===== src/design/cpio_pkg.sv =====
// ----------------------------------------------------------------------------
// cpio_pkg
// shared record types, codes and character tables of the cpio newc parser
// ----------------------------------------------------------------------------
`default_nettype none

package cpio_pkg;

   // result kinds
   localparam logic [2:0] KIND_HEADER   = 3'd0;
   localparam logic [2:0] KIND_NAME     = 3'd1;
   localparam logic [2:0] KIND_DATA     = 3'd2;
   localparam logic [2:0] KIND_ENTRY    = 3'd3;
   localparam logic [2:0] KIND_ARCHIVE  = 3'd4;
   localparam logic [2:0] KIND_ERROR    = 3'd5;

   // error codes
   localparam logic [2:0] ERR_MAGIC     = 3'd0;
   localparam logic [2:0] ERR_HEX       = 3'd1;
   localparam logic [2:0] ERR_MODE      = 3'd2;
   localparam logic [2:0] ERR_NAME_LONG = 3'd3;
   localparam logic [2:0] ERR_TRUNC     = 3'd4;

   // header layout
   localparam logic [6:0] HDR_LAST      = 7'd109;
   localparam logic [6:0] MAGIC_LEN     = 7'd6;
   localparam int unsigned TRAILER_LEN  = 11;

   // header flag bits
   localparam int unsigned FL_MAGIC     = 0;
   localparam int unsigned FL_MODE      = 1;
   localparam int unsigned FL_SIZE      = 2;
   localparam int unsigned FL_NSIZE     = 3;

   typedef struct packed {
      logic [2:0]  kind;
      logic [7:0]  byte_value;
      logic [31:0] file_mode;
      logic [31:0] file_size;
      logic [11:0] name_size;
      logic        last_of_run;
      logic [2:0]  error_code;
   } rec_type;

   // second record of a byte is only ever an end or error record
   typedef struct packed {
      logic [2:0] kind;
      logic [2:0] error_code;
   } tail_type;

   typedef struct packed {
      logic     two;
      rec_type  first;
      tail_type second;
   } pair_type;

   typedef struct packed {
      logic not_empty;
      logic not_full;
   } q_stat_type;

   function automatic rec_type tail_to_rec(input tail_type t);
      rec_type r;
      r            = '0;
      r.kind       = t.kind;
      r.error_code = t.error_code;
      return r;
   endfunction

   // bit 4 set marks a character that is no uppercase hex digit
   function automatic logic [4:0] hex_digit(input logic [7:0] c);
      logic [4:0] v;
      if (c >= 8'h30 && c <= 8'h39) begin
         v = {1'b0, 4'(c - 8'h30)};
      end else if (c >= 8'h41 && c <= 8'h46) begin
         v = {1'b0, 4'(c - 8'h37)};
      end else begin
         v = 5'b10000;
      end
      return v;
   endfunction

   function automatic logic [7:0] magic_char(input logic [2:0] idx);
      logic [7:0] c;
      case (idx)
         3'd0:    c = "0";
         3'd1:    c = "7";
         3'd2:    c = "0";
         3'd3:    c = "7";
         3'd4:    c = "0";
         3'd5:    c = "1";
         default: c = 8'h00;
      endcase
      return c;
   endfunction

   function automatic logic [7:0] trailer_char(input logic [3:0] idx);
      logic [7:0] c;
      case (idx)
         4'd0:    c = "T";
         4'd1:    c = "R";
         4'd2:    c = "A";
         4'd3:    c = "I";
         4'd4:    c = "L";
         4'd5:    c = "E";
         4'd6:    c = "R";
         4'd7:    c = "!";
         4'd8:    c = "!";
         4'd9:    c = "!";
         default: c = 8'h00;
      endcase
      return c;
   endfunction

endpackage

`default_nettype wire


===== src/design/cpio_queue.sv =====
// ----------------------------------------------------------------------------
// cpio_queue
// two-entry queue of per-byte record pairs between parser and serializer
// ----------------------------------------------------------------------------
`default_nettype none

module cpio_queue (
   input  wire logic                 clock,
   input  wire logic                 reset,
   input  wire logic                 push,
   input  wire cpio_pkg::pair_type   push_data,
   input  wire logic                 pop,
   output cpio_pkg::pair_type        head,
   output cpio_pkg::q_stat_type      stat
);
   import cpio_pkg::*;

   pair_type   mem_ff [2];
   logic       wr_ptr_ff, wr_ptr_in;
   logic       rd_ptr_ff, rd_ptr_in;
   logic [1:0] count_ff, count_in;

   always_comb begin
      wr_ptr_in = wr_ptr_ff ^ push;
      rd_ptr_in = rd_ptr_ff ^ pop;
      count_in  = count_ff + {1'b0, push} - {1'b0, pop};
   end

   assign head           = mem_ff[rd_ptr_ff];
   assign stat.not_empty = (count_ff != 2'd0);
   assign stat.not_full  = (count_ff != 2'd2);

   always_ff @(posedge clock) begin
      if (reset) begin
         wr_ptr_ff <= 1'b0;
         rd_ptr_ff <= 1'b0;
         count_ff  <= 2'd0;
      end else begin
         wr_ptr_ff <= wr_ptr_in;
         rd_ptr_ff <= rd_ptr_in;
         count_ff  <= count_in;
      end
   end

   always_ff @(posedge clock) begin
      if (push) begin
         mem_ff[wr_ptr_ff] <= push_data;
      end
   end

endmodule

`default_nettype wire


===== src/design/cpio_front.sv =====
// ----------------------------------------------------------------------------
// cpio_front
// byte parser: header decode, name and data tracking, alignment, errors
// ----------------------------------------------------------------------------
`default_nettype none

module cpio_front #(
   parameter int unsigned NAME_LIMIT = 4096
) (
   input  wire logic                 clock,
   input  wire logic                 reset,
   input  wire logic                 in_valid,
   output logic                      in_ready,
   input  wire logic [7:0]           in_byte,
   input  wire logic                 in_eob,
   input  wire cpio_pkg::q_stat_type q_stat,
   output logic                      push,
   output cpio_pkg::pair_type        push_data
);
   import cpio_pkg::*;

   localparam int unsigned CNT_W = $clog2(NAME_LIMIT);

   typedef enum logic [6:0] {
      PH_HDR  = 7'b0000001,
      PH_NAME = 7'b0000010,
      PH_NPAD = 7'b0000100,
      PH_DATA = 7'b0001000,
      PH_DPAD = 7'b0010000,
      PH_DONE = 7'b0100000,
      PH_ERR  = 7'b1000000
   } phase_type;

   phase_type        phase_ff, phase_in;
   logic [1:0]       align_ff, align_in;
   logic [6:0]       hdr_cnt_ff, hdr_cnt_in;
   logic [CNT_W-1:0] name_cnt_ff, name_cnt_in;
   logic [31:0]      data_ff, data_in;
   logic [31:0]      mode_ff, mode_in;
   logic [31:0]      size_ff, size_in;
   logic [31:0]      nsize_ff, nsize_in;
   logic [3:0]       flags_ff, flags_in;
   logic             trailer_ff, trailer_in;

   logic             accept;
   logic             main_v;
   rec_type          main_rec;
   logic             tail_v;
   tail_type         tail_rec;
   logic             do_end;
   logic             name_last;
   logic [4:0]       hexv;

   assign in_ready = q_stat.not_full;
   assign accept   = in_valid && q_stat.not_full;

   always_comb begin
      phase_in    = phase_ff;
      align_in    = align_ff;
      hdr_cnt_in  = hdr_cnt_ff;
      name_cnt_in = name_cnt_ff;
      data_in     = data_ff;
      mode_in     = mode_ff;
      size_in     = size_ff;
      nsize_in    = nsize_ff;
      flags_in    = flags_ff;
      trailer_in  = trailer_ff;
      main_v      = 1'b0;
      main_rec    = '0;
      tail_v      = 1'b0;
      tail_rec    = '0;
      do_end      = 1'b0;
      hexv        = hex_digit(in_byte);
      name_last   = (({1'b0, name_cnt_ff} + 1'b1) == nsize_ff[CNT_W:0]);
      push_data   = '0;

      if (accept && phase_ff != PH_DONE && phase_ff != PH_ERR) begin
         align_in = align_ff + 2'd1;
         case (phase_ff)
            PH_HDR: begin
               if (hdr_cnt_ff < MAGIC_LEN) begin
                  if (in_byte != magic_char(hdr_cnt_ff[2:0])) begin
                     flags_in[FL_MAGIC] = 1'b1;
                  end
               end else if (hdr_cnt_ff inside {[7'd14:7'd21]}) begin
                  mode_in = {mode_ff[27:0], hexv[3:0]};
                  if (hexv[4]) flags_in[FL_MODE] = 1'b1;
               end else if (hdr_cnt_ff inside {[7'd54:7'd61]}) begin
                  size_in = {size_ff[27:0], hexv[3:0]};
                  if (hexv[4]) flags_in[FL_SIZE] = 1'b1;
               end else if (hdr_cnt_ff inside {[7'd94:7'd101]}) begin
                  nsize_in = {nsize_ff[27:0], hexv[3:0]};
                  if (hexv[4]) flags_in[FL_NSIZE] = 1'b1;
               end

               if (hdr_cnt_ff != HDR_LAST) begin
                  hdr_cnt_in = hdr_cnt_ff + 7'd1;
               end else begin
                  main_v     = 1'b1;
                  main_rec.kind = KIND_ERROR;
                  if (flags_ff[FL_MAGIC]) begin
                     main_rec.error_code = ERR_MAGIC;
                     phase_in = PH_ERR;
                  end else if (flags_ff[FL_SIZE] || flags_ff[FL_MODE]) begin
                     main_rec.error_code = ERR_HEX;
                     phase_in = PH_ERR;
                  end else if (mode_ff == 32'hFFFF_FFFF) begin
                     main_rec.error_code = ERR_MODE;
                     phase_in = PH_ERR;
                  end else if (flags_ff[FL_NSIZE]) begin
                     main_rec.error_code = ERR_HEX;
                     phase_in = PH_ERR;
                  end else if ({1'b0, nsize_ff} >= 33'(NAME_LIMIT)) begin
                     main_rec.error_code = ERR_NAME_LONG;
                     phase_in = PH_ERR;
                  end else begin
                     main_rec.kind      = KIND_HEADER;
                     main_rec.file_mode = mode_ff;
                     main_rec.file_size = size_ff;
                     main_rec.name_size = nsize_ff[11:0];
                     data_in     = size_ff;
                     name_cnt_in = '0;
                     hdr_cnt_in  = 7'd0;
                     if (nsize_ff != 32'd0) begin
                        phase_in = PH_NAME;
                     end else begin
                        trailer_in = 1'b0;
                        if (align_in == 2'd0) begin
                           if (size_ff != 32'd0) phase_in = PH_DATA;
                           else do_end = 1'b1;
                        end else begin
                           phase_in = PH_NPAD;
                        end
                     end
                  end
               end
            end
            PH_NAME: begin
               if (name_cnt_ff < CNT_W'(TRAILER_LEN) &&
                   in_byte != trailer_char(name_cnt_ff[3:0])) begin
                  trailer_in = 1'b0;
               end
               main_v               = 1'b1;
               main_rec.kind        = KIND_NAME;
               main_rec.byte_value  = in_byte;
               main_rec.last_of_run = name_last;
               if (name_last) begin
                  if (nsize_ff < 32'(TRAILER_LEN)) trailer_in = 1'b0;
                  if (align_in == 2'd0) begin
                     if (data_ff != 32'd0) phase_in = PH_DATA;
                     else do_end = 1'b1;
                  end else begin
                     phase_in = PH_NPAD;
                  end
               end else begin
                  name_cnt_in = name_cnt_ff + 1'b1;
               end
            end
            PH_NPAD: begin
               if (align_in == 2'd0) begin
                  if (data_ff != 32'd0) phase_in = PH_DATA;
                  else do_end = 1'b1;
               end
            end
            PH_DATA: begin
               data_in              = data_ff - 32'd1;
               main_v               = 1'b1;
               main_rec.kind        = KIND_DATA;
               main_rec.byte_value  = in_byte;
               main_rec.last_of_run = (data_in == 32'd0);
               if (data_in == 32'd0) begin
                  if (align_in == 2'd0) do_end = 1'b1;
                  else phase_in = PH_DPAD;
               end
            end
            PH_DPAD: begin
               if (align_in == 2'd0) do_end = 1'b1;
            end
            default: begin
               phase_in = PH_ERR;
            end
         endcase

         // entry end, or archive end on the trailer entry
         if (do_end) begin
            tail_v = 1'b1;
            if (trailer_in) begin
               tail_rec.kind = KIND_ARCHIVE;
               phase_in      = PH_DONE;
            end else begin
               tail_rec.kind = KIND_ENTRY;
               phase_in      = PH_HDR;
               hdr_cnt_in    = 7'd0;
               data_in       = 32'd0;
               mode_in       = 32'd0;
               size_in       = 32'd0;
               nsize_in      = 32'd0;
               flags_in      = 4'd0;
               trailer_in    = 1'b1;
            end
         end

         // buffer ends before the archive does: error replaces any entry end
         if (in_eob && phase_in != PH_DONE && phase_in != PH_ERR) begin
            tail_v              = 1'b1;
            tail_rec.kind       = KIND_ERROR;
            tail_rec.error_code = ERR_TRUNC;
            phase_in            = PH_ERR;
         end
      end

      if (main_v) begin
         push_data.first  = main_rec;
         push_data.second = tail_rec;
         push_data.two    = tail_v;
      end else begin
         push_data.first  = tail_to_rec(tail_rec);
      end
      push = main_v || tail_v;
   end

   always_ff @(posedge clock) begin
      if (reset) begin
         phase_ff    <= PH_HDR;
         align_ff    <= 2'd0;
         hdr_cnt_ff  <= 7'd0;
         name_cnt_ff <= '0;
         data_ff     <= 32'd0;
         mode_ff     <= 32'd0;
         size_ff     <= 32'd0;
         nsize_ff    <= 32'd0;
         flags_ff    <= 4'd0;
         trailer_ff  <= 1'b1;
      end else begin
         phase_ff    <= phase_in;
         align_ff    <= align_in;
         hdr_cnt_ff  <= hdr_cnt_in;
         name_cnt_ff <= name_cnt_in;
         data_ff     <= data_in;
         mode_ff     <= mode_in;
         size_ff     <= size_in;
         nsize_ff    <= nsize_in;
         flags_ff    <= flags_in;
         trailer_ff  <= trailer_in;
      end
   end

endmodule

`default_nettype wire


===== src/design/cpio_back.sv =====
// ----------------------------------------------------------------------------
// cpio_back
// serializer: sends the one or two records of each queued byte in turn
// ----------------------------------------------------------------------------
`default_nettype none

module cpio_back (
   input  wire logic                 clock,
   input  wire logic                 reset,
   input  wire cpio_pkg::pair_type   head,
   input  wire cpio_pkg::q_stat_type q_stat,
   output logic                      pop,
   input  wire logic                 out_ready,
   output logic                      out_valid,
   output cpio_pkg::rec_type         out_rec
);
   import cpio_pkg::*;

   logic    out_v_ff, out_v_in;
   logic    sub_ff, sub_in;
   rec_type rec_ff;
   logic    load;
   logic    take;

   always_comb begin
      load     = !out_v_ff || out_ready;
      take     = load && q_stat.not_empty;
      pop      = take && (sub_ff || !head.two);
      out_v_in = load ? q_stat.not_empty : out_v_ff;
      sub_in   = take ? (!sub_ff && head.two) : sub_ff;
   end

   always_ff @(posedge clock) begin
      if (reset) begin
         out_v_ff <= 1'b0;
         sub_ff   <= 1'b0;
      end else begin
         out_v_ff <= out_v_in;
         sub_ff   <= sub_in;
      end
   end

   always_ff @(posedge clock) begin
      if (take) begin
         rec_ff <= sub_ff ? tail_to_rec(head.second) : head.first;
      end
   end

   assign out_valid = out_v_ff;
   assign out_rec   = rec_ff;

endmodule

`default_nettype wire


===== src/design/cpio_newc_stream_parser.sv =====
// ----------------------------------------------------------------------------
// cpio_newc_stream_parser
// streaming parser of cpio newc archives, one archive byte per request
// ----------------------------------------------------------------------------
// path: the first record of a byte passes the queue, then the output register, to rsp
// throughput: one byte per cycle while rsp_tready is high; a byte with two
//   records (header, name or data byte with entry end or truncation error)
//   holds the single-record output register for both, absorbed by the two-entry queue
// reset: synchronous, active high; queue emptied, parser at offset 0 in header
// ----------------------------------------------------------------------------
`default_nettype none

module cpio_newc_stream_parser #(
   parameter int unsigned NAME_LIMIT = 4096
) (
   input  wire logic        clock,
   input  wire logic        reset,
   // request channel
   input  wire logic        req_tvalid,
   output logic             req_tready,
   input  wire logic [7:0]  req_tdata,   // in_byte
   input  wire logic        req_tlast,   // end_of_buffer
   // result channel
   output logic             rsp_tvalid,
   input  wire logic        rsp_tready,
   output logic [87:0]      rsp_tdata,   // byte_value, file_mode, file_size,
                                         // name_size, error_code, one zero pad
   output logic [2:0]       rsp_tuser,   // kind
   output logic             rsp_tlast    // last_of_run
);
   import cpio_pkg::*;

   // front to queue
   logic       push;
   pair_type   push_data;
   // queue to back
   pair_type   head;
   q_stat_type q_stat;
   logic       pop;
   rec_type    out_rec;

   // parser: classifies every byte and builds its records
   cpio_front #(
      .NAME_LIMIT (NAME_LIMIT)
   ) u_front (
      .clock     (clock),
      .reset     (reset),
      .in_valid  (req_tvalid),
      .in_ready  (req_tready),
      .in_byte   (req_tdata),
      .in_eob    (req_tlast),
      .q_stat    (q_stat),
      .push      (push),
      .push_data (push_data)
   );

   // decouples parser from the result side stall
   cpio_queue u_queue (
      .clock     (clock),
      .reset     (reset),
      .push      (push),
      .push_data (push_data),
      .pop       (pop),
      .head      (head),
      .stat      (q_stat)
   );

   // hands records out one at a time from a registered stage
   cpio_back u_back (
      .clock     (clock),
      .reset     (reset),
      .head      (head),
      .q_stat    (q_stat),
      .pop       (pop),
      .out_ready (rsp_tready),
      .out_valid (rsp_tvalid),
      .out_rec   (out_rec)
   );

   // payload packing, lowest field in the lowest bits
   assign rsp_tdata = {1'b0, out_rec.error_code, out_rec.name_size,
                       out_rec.file_size, out_rec.file_mode, out_rec.byte_value};
   assign rsp_tuser = out_rec.kind;
   assign rsp_tlast = out_rec.last_of_run;

endmodule

`default_nettype wire

===== config.mk =====
export PLATFORM = sky130hd
export DESIGN_NAME = cpio_newc_stream_parser
export DESIGN_NICKNAME = d
export VERILOG_FILES = /design/src/design/cpio_pkg.sv /design/src/design/cpio_queue.sv /design/src/design/cpio_front.sv /design/src/design/cpio_back.sv /design/src/design/cpio_newc_stream_parser.sv
export SDC_FILE = /design/constraint.sdc
export NUM_CORES = 1
export LEC_CHECK = 0
export BUFFER_PORTS_ARGS = -buffer_cell sky130_fd_sc_hd__buf_4
export CAP_MARGIN = 40
export CORE_AREA = 4 4 217 219
export CTS_BUF_LIST = sky130_fd_sc_hd__clkbuf_16
export DETAILED_ROUTE_END_ITERATION = 8
export DIE_AREA = 0 0 221 223
export GPL_TIMING_DRIVEN = 0
export SYNTH_ARGS = -nofsm -noshare
export SYNTH_HDL_FRONTEND = slang
export SYNTH_SLANG_ARGS = --single-unit

===== constraint.sdc =====
create_clock -name clock -period 7.65 [get_ports clock]
set_input_delay 0.3825 -clock clock [delete_from_list [all_inputs] [get_ports clock]]
set_output_delay 0.3825 -clock clock [all_outputs]
set_load 0.05 [all_outputs]

==> run summary, run 1 <==
- **final standard cell utilization of the core** 52.1%
- **clock buffer count from CTS** 47
- **Synthesis Warnings** 0
- **Most used DFF post-synth** edfxtp_1
- **sequential area share after synthesis** 59.4%
- **Hold-fix buffers, CTS** 0
- **final-report max-slew violation count** 0
- **MaxCap Viol Count** 0
- **clock period minus final worst setup slack** 5420 ps
- **detailed-route DRC error count** 0
- **number of detailed-routing iterations run before antenna repair** 5
- **initial antenna violation count** 1
- **class of the tightest hold or removal check** in -> reg
- **Layout Area Growth over Synthesis** 16.3%
- **RR Startpoint** u_front.data_ff[1]$_SDFFE_PP0P_
- **power per cell area** 322 nW/µm²
- **arrival time worst endpoint** 5650 ps
- **post-route ant nets** 0
- **crit share post-route** 70.8%
- **Synth Instances** 1915
- **wirelength, routed** 53.0 mm
- **critical path startpoint** u_front.data_ff[1]$_SDFFE_PP0P_
- **Congestion Overflow GR** 0
- **multi-input logic area** 7550 µm²
- **number of I/O port buffers** 104
- **global-route wire length before repair** 82.8 mm
- **starting utilization of the core area** 44.7%
- **detailed placer's ending HPWL** 38.2 mm
- **asr flop ratio synth** 0%
- **setup repair after global routing missed its margin** no
- **post-CTS setup-driven buffer insertion count** 0
- **Longest Clk Path Bufs** 3
- **worst setup path category** reg -> reg
- **total nets after synthesis** 1944
- **number of I/O pins** 107
- **setup TNS** 0 ps
- **crit-path max FO** 52
- **leakage power total** 8.31 nW
- **number of global-route vias before repair** 14.5k
- **nature of the critical path endpoint** flop
- **footprint of the flip-flops and latches** 12000 µm²
- **clock sinks** 457
- **number of nets at the end of the flow** 2105
- **Rel. slew slack** 40.2%
- **synthesis-stage register bit count** 457
- **Die Area** 49300 µm²
- **# fillers** 4046
- **distinct cell type count after synthesis** 83
- **detailed-route via count** 15.2k
- **number of hold violations in the final report** 0
- **reg-to-reg endpoint** u_queue.mem_ff[0][14]$_DFFE_PP_
- **outcome** completed
- **number of enable flip-flop cells after synthesis** 283
- **weighted congestion at the end of routability-driven global placement** 0.927
- **worst reg2reg setup slack** 2230 ps
- **Netlist Area Pre-Place** 20200 µm²
- **Worst-Margin Slew** 898 ps
- **number of DRC markers in iteration 0** 1443
- **CTS tree** yes
- **Tot GR Track Use** 20.9%
- **peak supply drop** 0.294 mV
- **total power** 7.57 mW
- **element type at the critical path start** flop
- **logic depth of the worst register-to-register path** 15
- **Die X-Extent** 221 µm
- **site row count** 78
- **skew final** 22.7 ps
- **post-synthesis average cell area** 10.5 µm²
- **Clock transition at path regs** 60 ps
- **required time of the critical path** 7890 ps
- **Vias per Instance** 5.60
- **Vert. Die Dim** 223 µm
- **core footprint** 45100 µm²
- **Clock Root Buffer** clkbuf_16
- **Max Clk Rate** 185 MHz
- **Gates resized, CTS repair** 0
- **largest net degree at the start of global routing** 53
- **Setup crit end** u_queue.mem_ff[0][14]$_DFFE_PP_
- **post-detailed-route wirelength per cell** 19.5 µm
- **fraction of layout instances using a drive strength above 1** 11.4%
- **total number of H-tree levels** 2
- **worst skew pair latency** 580 ps
- **final number of setup-violating endpoints** 0
[metal layers]
metal / routed length, µm / vias to the layer above / part of all wire, % / track usage [%]
li1: - / 7276 / - / -
met1: 24200 / 7367 / 46 / 29.5
met2: 24400 / 481 / 46 / 33.9
met3: 3150 / 88 / 5.9 / 3.37
met4: 1280 / 0 / 2.4 / 5.76
met5: 0 / - / 0 / 0
[synth_stat cells, types with 6 or more instances]
master    instances  area [µm²]
a31oi_1           7        43.8
nand2b_1         12        75.1
nand4b_1          6        52.6
or3_1             9        56.3
and2_1            7        43.8
ha_1             16         200
buf_2            12        60.1
nor3_1           47         235
o21a_1            7        52.6
a22oi_1          17         128
nand3b_1         10        75.1
nor2b_1           6        37.5
nor2_1          217         815
buf_1             9        33.8
xnor2_1          23         201
and4_1           10        87.6
edfxtp_1        283        8500
nor4_1           40         250
buf_4            17         128
o21ai_0          50         250
nand2_1         274        1030
nand4_1          21         131
xor2_1           21         184
o31ai_1           7        52.6
dfxtp_1         174        3480
and3_1           91         569
a311oi_1          9        78.8
mux2i_1          88         881
nand3_1          41         205
inv_1            23        86.3
a21oi_1         154         771
clkbuf_1         97         364
[sequential cells by signal, summed over array words and instances (netlist names), named ones only]
register             flops
u_back.out_rec          91
u_back.out_valid         1
u_back.sub_ff            1
u_front.align_ff         2
u_front.data_ff         32
u_front.flags_ff         4
u_front.hdr_cnt_ff       7
u_front.mode_ff         32
u_front.name_cnt_ff     12
u_front.nsize_ff        32
u_front.phase_ff         7
u_front.size_ff         32
u_front.trailer_ff       1
u_queue.count_ff         2
u_queue.mem_ff         192
u_queue.rd_ptr_ff        1
u_queue.wr_ptr_ff        1
[area by class of cell]
cell class / instances / area share [%]
Timing Repair Buffer: 112 / 3.92
Tap cell: 600 / 3.20
Multi-Input combinational cell: 1299 / 32.2
Inverter: 23 / 0.368
Antenna cell: 1 / 0.0107
Clock inverter: 38 / 1.55
Sequential cell: 457 / 51.1
Buffer: 136 / 2.52
Clock buffer: 49 / 5.22
[power by group]
group	internal (mW)	switching [mW]	total [mW]
logic	0.539	1.52	2.06
registers	3.06	0.104	3.16
clock network	1.37	0.971	2.34
[cell families (layout without fill, tap and decap cells)]
family / Yosys count / after routing / synth area share [%]
DFF: 457 / 457 / 59.4
other: 1 / 2 / 0.0186
and+or+nand+nor: 825 / 825 / 19.7
AOI/OAI and AO/OA: 321 / 321 / 9.80
adders and majority gates: 16 / 16 / 0.992
buffers and inverters: 159 / 358 / 3.36
muxes: 92 / 92 / 4.81
xor gates and xnor gates: 44 / 44 / 1.91
[worst min path at each step]
stage / startpoint / endpoint / slack [ps] / cells after the start
5_1_grt: rsp_tready / u_back.out_valid$_SDFFE_PP0P_ / 110 / 3
4_1_cts: rsp_tready / u_back.out_valid$_SDFFE_PP0P_ / 80 / 3
6_report: rsp_tready / u_back.out_valid$_SDFFE_PP0P_ / 120 / 3
3_5_place_dp: u_front.align_ff[1]$_SDFFE_PP0P_ / u_front.align_ff[1]$_SDFFE_PP0P_ / 450 / 2
2_1_floorplan: u_front.nsize_ff[31]$_SDFFE_PP0P_ / u_front.nsize_ff[31]$_SDFFE_PP0P_ / 440 / 2
3_3_place_gp: u_front.nsize_ff[31]$_SDFFE_PP0P_ / u_front.nsize_ff[31]$_SDFFE_PP0P_ / 450 / 2
[metrics by stage]
stage / setup WS [ps] / cell area (µm²) / instances / hold slack, ps
finish: 2230 / 23500 / 2715 / 118
global route: 2020 / 23500 / 2714 / 107
CTS: 2260 / 23500 / 2714 / 84.1
detailed placement: 2280 / 21900 / 2627 / 454
global placement: -228 / 21700 / 2619 / 447
floorplan: 1570 / 20200 / 1915 / 435
[cell usage in the layout, fill, tap and decap left out, types with 12 or more instances in the layout]
cell type / instances
clkbuf_1: 97
and3_1: 91
clkbuf_16: 49
buf_2: 12
a21oi_1: 154
xnor2_1: 23
dfxtp_1: 174
nor3_1: 47
a22oi_1: 17
ha_1: 14
nand4_1: 21
nand2_1: 274
nor2_1: 217
nand2b_1: 12
mux2i_1: 88
nand3_1: 41
o21ai_0: 50
buf_4: 121
nor4_1: 40
inv_1: 28
xor2_1: 21
edfxtp_1: 283
[worst max-delay path, stage by stage (launching register included)]
cell and delay [ps]:
dfxtp_1 300, clkbuf_1 240, inv_1 140, ha_1 160, buf_2 220, nor3b_2 560
nand2_1 250, nor4b_1 760, a21oi_1 140, o41ai_1 150, a311oi_2 150, and2_1 190
buf_4 160, a21oi_1 560, ha_4 700, buf_16 350
No activity file was read; power rests on OpenSTA's default activity.
==> run 2, diff against run 1 <==
==> constraint.sdc (replaced) <==
create_clock -name clock -period 4.44 [get_ports clock]
set_input_delay 0.222 -clock clock [delete_from_list [all_inputs] [get_ports clock]]
set_output_delay 0.222 -clock clock [all_outputs]
set_load 0.05 [all_outputs]
==> run 2 against run 1 <==
  * Sequential share of layout area fell by 0.28 points
  * Global-route usage rose by 0.34 points
  * Critical path depth unchanged
  * Clock power increased by 73%
  * Core utilization is 0.29 points higher
  * Worst setup slack got worse by 2100 ps
  * Non-clock buffer count grew 10
  * Worst hold slack got worse by 77 ps
==> run summary, run 2 (synthesis gave the netlist of run 1 again) <==
- **Longest Clk Path Bufs** 3
- **number of global-route vias before repair** 14.6k
- **tightest hold margin** 41.7 ps
- **logic depth of the worst register-to-register path** 15
- **worst path setup slack after routing** 152 ps
- **worst skew pair latency** 580 ps
- **starting utilization of the core area** 44.7%
- **clock period minus final worst setup slack** 4290 ps
- **filler-free cell count of the finished design** 2725
- **Die Area** 49300 µm²
- **worst reg2reg setup slack** 150 ps
- **placed cells** 2626
- **end of the worst hold path** u_queue.mem_ff[0][93]$_DFFE_PP_
- **Vert. Die Dim** 223 µm
- **final-report max-slew violation count** 0
- **Layout Area Growth over Synthesis** 17.0%
- **Vias per Instance** 5.60
- **detailed placer's ending HPWL** 38.0 mm
- **worst setup path category** reg -> reg
- **Congestion Overflow GR** 0
- **largest net degree at the start of global routing** 49
- **peak supply drop** 0.437 mV
- **pre-CTS setup slack** -1040 ps
- **reg-to-reg endpoint** u_queue.mem_ff[1][16]$_DFFE_PP_
- **detailed-route via count** 15.3k
- **initial antenna violation count** 0
- **clock sinks** 457
- **MaxCap Viol Count** 0
- **# fillers** 4047
- **number of nets at the end of the flow** 2115
- **most common cell after layout, fill and taps aside** edfxtp_1
- **most used cells in the layout excluding fill and tap cells** edfxtp_1 (283), nand2_1 (274), nor2_1 (216)
- **core footprint** 45100 µm²
- **peak per-stage delay on the critical path** 420 ps
- **Rel. slew slack** 38.7%
- **Die X-Extent** 221 µm
- **site row count** 78
- **number of I/O port buffers** 104
- **setup repair after global routing missed its margin** no
- **Clock Root Buffer** clkbuf_16
- **detailed-route DRC error count** 0
- **Most flops, register** u_queue.mem_ff
- **worst-path cell with the longest stage delay** or3_1
- **footprint of the flip-flops and latches** 12000 µm²
- **multi-input logic area** 7570 µm²
- **Tot GR Track Use** 21.3%
- **total number of H-tree levels** 2
- **power per cell area** 554 nW/µm²
- **number of detailed-routing iterations run before antenna repair** 6
- **class of the tightest hold or removal check** in -> reg
- **launch point of the worst hold path** req_tdata[7]
- **clock buffer count from CTS** 47
- **number of DRC markers in iteration 0** 1495
- **critical-path cell list** clkbuf_1, inv_1, ha_1, buf_2, nor3b_4, nand2_1, or3_1, xor2_1, and4_1, a311oi_2, and2_1, buf_4, a21oi_4, ha_4, buf_16
- **crit-path max FO** 48
- **Clock transition at path regs** 60 ps
- **Hold Path Stages** 2
- **global-route wire length before repair** 84.1 mm
- **fraction of layout instances using a drive strength above 1** 11.7%
- **CTS tree** yes
- **Max Clk Rate** 233 MHz
- **crit share post-route** 96.6%
- **wirelength, routed** 54.1 mm
- **number of antenna diodes** 0
- **final number of setup-violating endpoints** 0
- **leakage power total** 8.38 nW
- **RR Startpoint** u_front.data_ff[1]$_SDFFE_PP0P_
- **skew final** 13.5 ps
- **Worst-Margin Slew** 919 ps
- **number of I/O pins** 107
- **max FFs per register** 192
- **post-detailed-route wirelength per cell** 19.8 µm
- **number of hold violations in the final report** 0
- **weighted congestion at the end of routability-driven global placement** 0.917
- **element type at the critical path start** flop
- **outcome** completed
- **nature of the critical path endpoint** flop
- **post-route ant nets** 0
- **required time of the critical path** 4690 ps
- **arrival time worst endpoint** 4540 ps
[run 2: changes by cell type in the layout (fill, tap and decap cells not counted), sizes merged]
cell / previous run / this run
buf: 149 / 158
bufinv: 6 / 7
clkbuf: 147 / 146
clkinvlp: 4 / 2
diode: 1 / 0
dlygate4sd3: 0 / 1
inv: 29 / 32
[run 2: cell type report]
| cell class | count | area share, % |
|---|---|---|
| plain buffers | 136 | 2.51 |
| well taps | 600 | 3.18 |
| clock inverters | 40 | 1.61 |
| repair buffers | 122 | 4.38 |
| multi-input cells | 1299 | 32.1 |
| flip-flops and latches | 457 | 50.8 |
| clock buffers | 48 | 5.09 |
| inverters | 23 | 0.366 |
[run 2: per-stage QoR]
step	power, mW	util, %	instance area [µm²]	setup TNS (ps)
floorplan	7.99	-	20200	-230950
global placement	9.10	48.1	21700	-677720
detailed placement	9.14	48.5	21900	-171130
CTS	13.2	52.3	23600	0
global route	13.6	52.3	23600	0
finish	13.1	52.3	23600	0
[run 2: power by group]
part	switching (mW)	internal, mW
clock	1.66	2.37
sequential	0.177	5.27
combinational	2.64	0.945
total	4.48	8.59
[run 2: repair_timing]
| item | CTS | global route |
|---|---|---|
| hold endpoints to repair | 1 | 0 |
| setup buffers | 10 | 0 |
| endpoints found under the setup margin | 205 | 108 |
| gates cloned | 0 | 0 |
| resized for setup | 4 | 2 |
| pin swaps | 3 | 0 |
| hold buffers | 1 | 0 |
[run 2: worst max path at each step]
stage	from	to	slack, ps	cells after the start
2_1_floorplan	u_front.data_ff[1]$_SDFFE_PP0P_	u_queue.mem_ff[0][10]$_DFFE_PP_	-1200	14
3_3_place_gp	u_front.data_ff[1]$_SDFFE_PP0P_	u_queue.mem_ff[0][16]$_DFFE_PP_	-3530	14
3_5_place_dp	u_front.data_ff[1]$_SDFFE_PP0P_	u_queue.mem_ff[0][16]$_DFFE_PP_	-1040	15
4_1_cts	u_front.data_ff[1]$_SDFFE_PP0P_	u_queue.mem_ff[0][56]$_DFFE_PP_	170	15
5_1_grt	u_front.data_ff[1]$_SDFFE_PP0P_	u_queue.mem_ff[1][19]$_DFFE_PP_	20	15
6_report	u_front.data_ff[1]$_SDFFE_PP0P_	u_queue.mem_ff[1][16]$_DFFE_PP_	150	15
[run 2: routing by layer]
layer / up-vias / wire length [µm] / GRT usage [%]
li1: 7292 / - / -
met1: 7421 / 24400 / 30.2
met2: 483 / 25200 / 34.1
met3: 71 / 3450 / 3.83
met4: 0 / 1080 / 5.48
met5: - / 0 / 0
[run 2: critical path, delay by kind of cell, from the launching register on]
| family | cells | cell delay (ps) |
|---|---|---|
| xor+xnor | 1 | 220 |
| flops | 1 | 300 |
| buf+inv | 5 | 1030 |
| simple gates | 5 | 1510 |
| fa+ha+maj | 2 | 430 |
| compound gates | 2 | 420 |
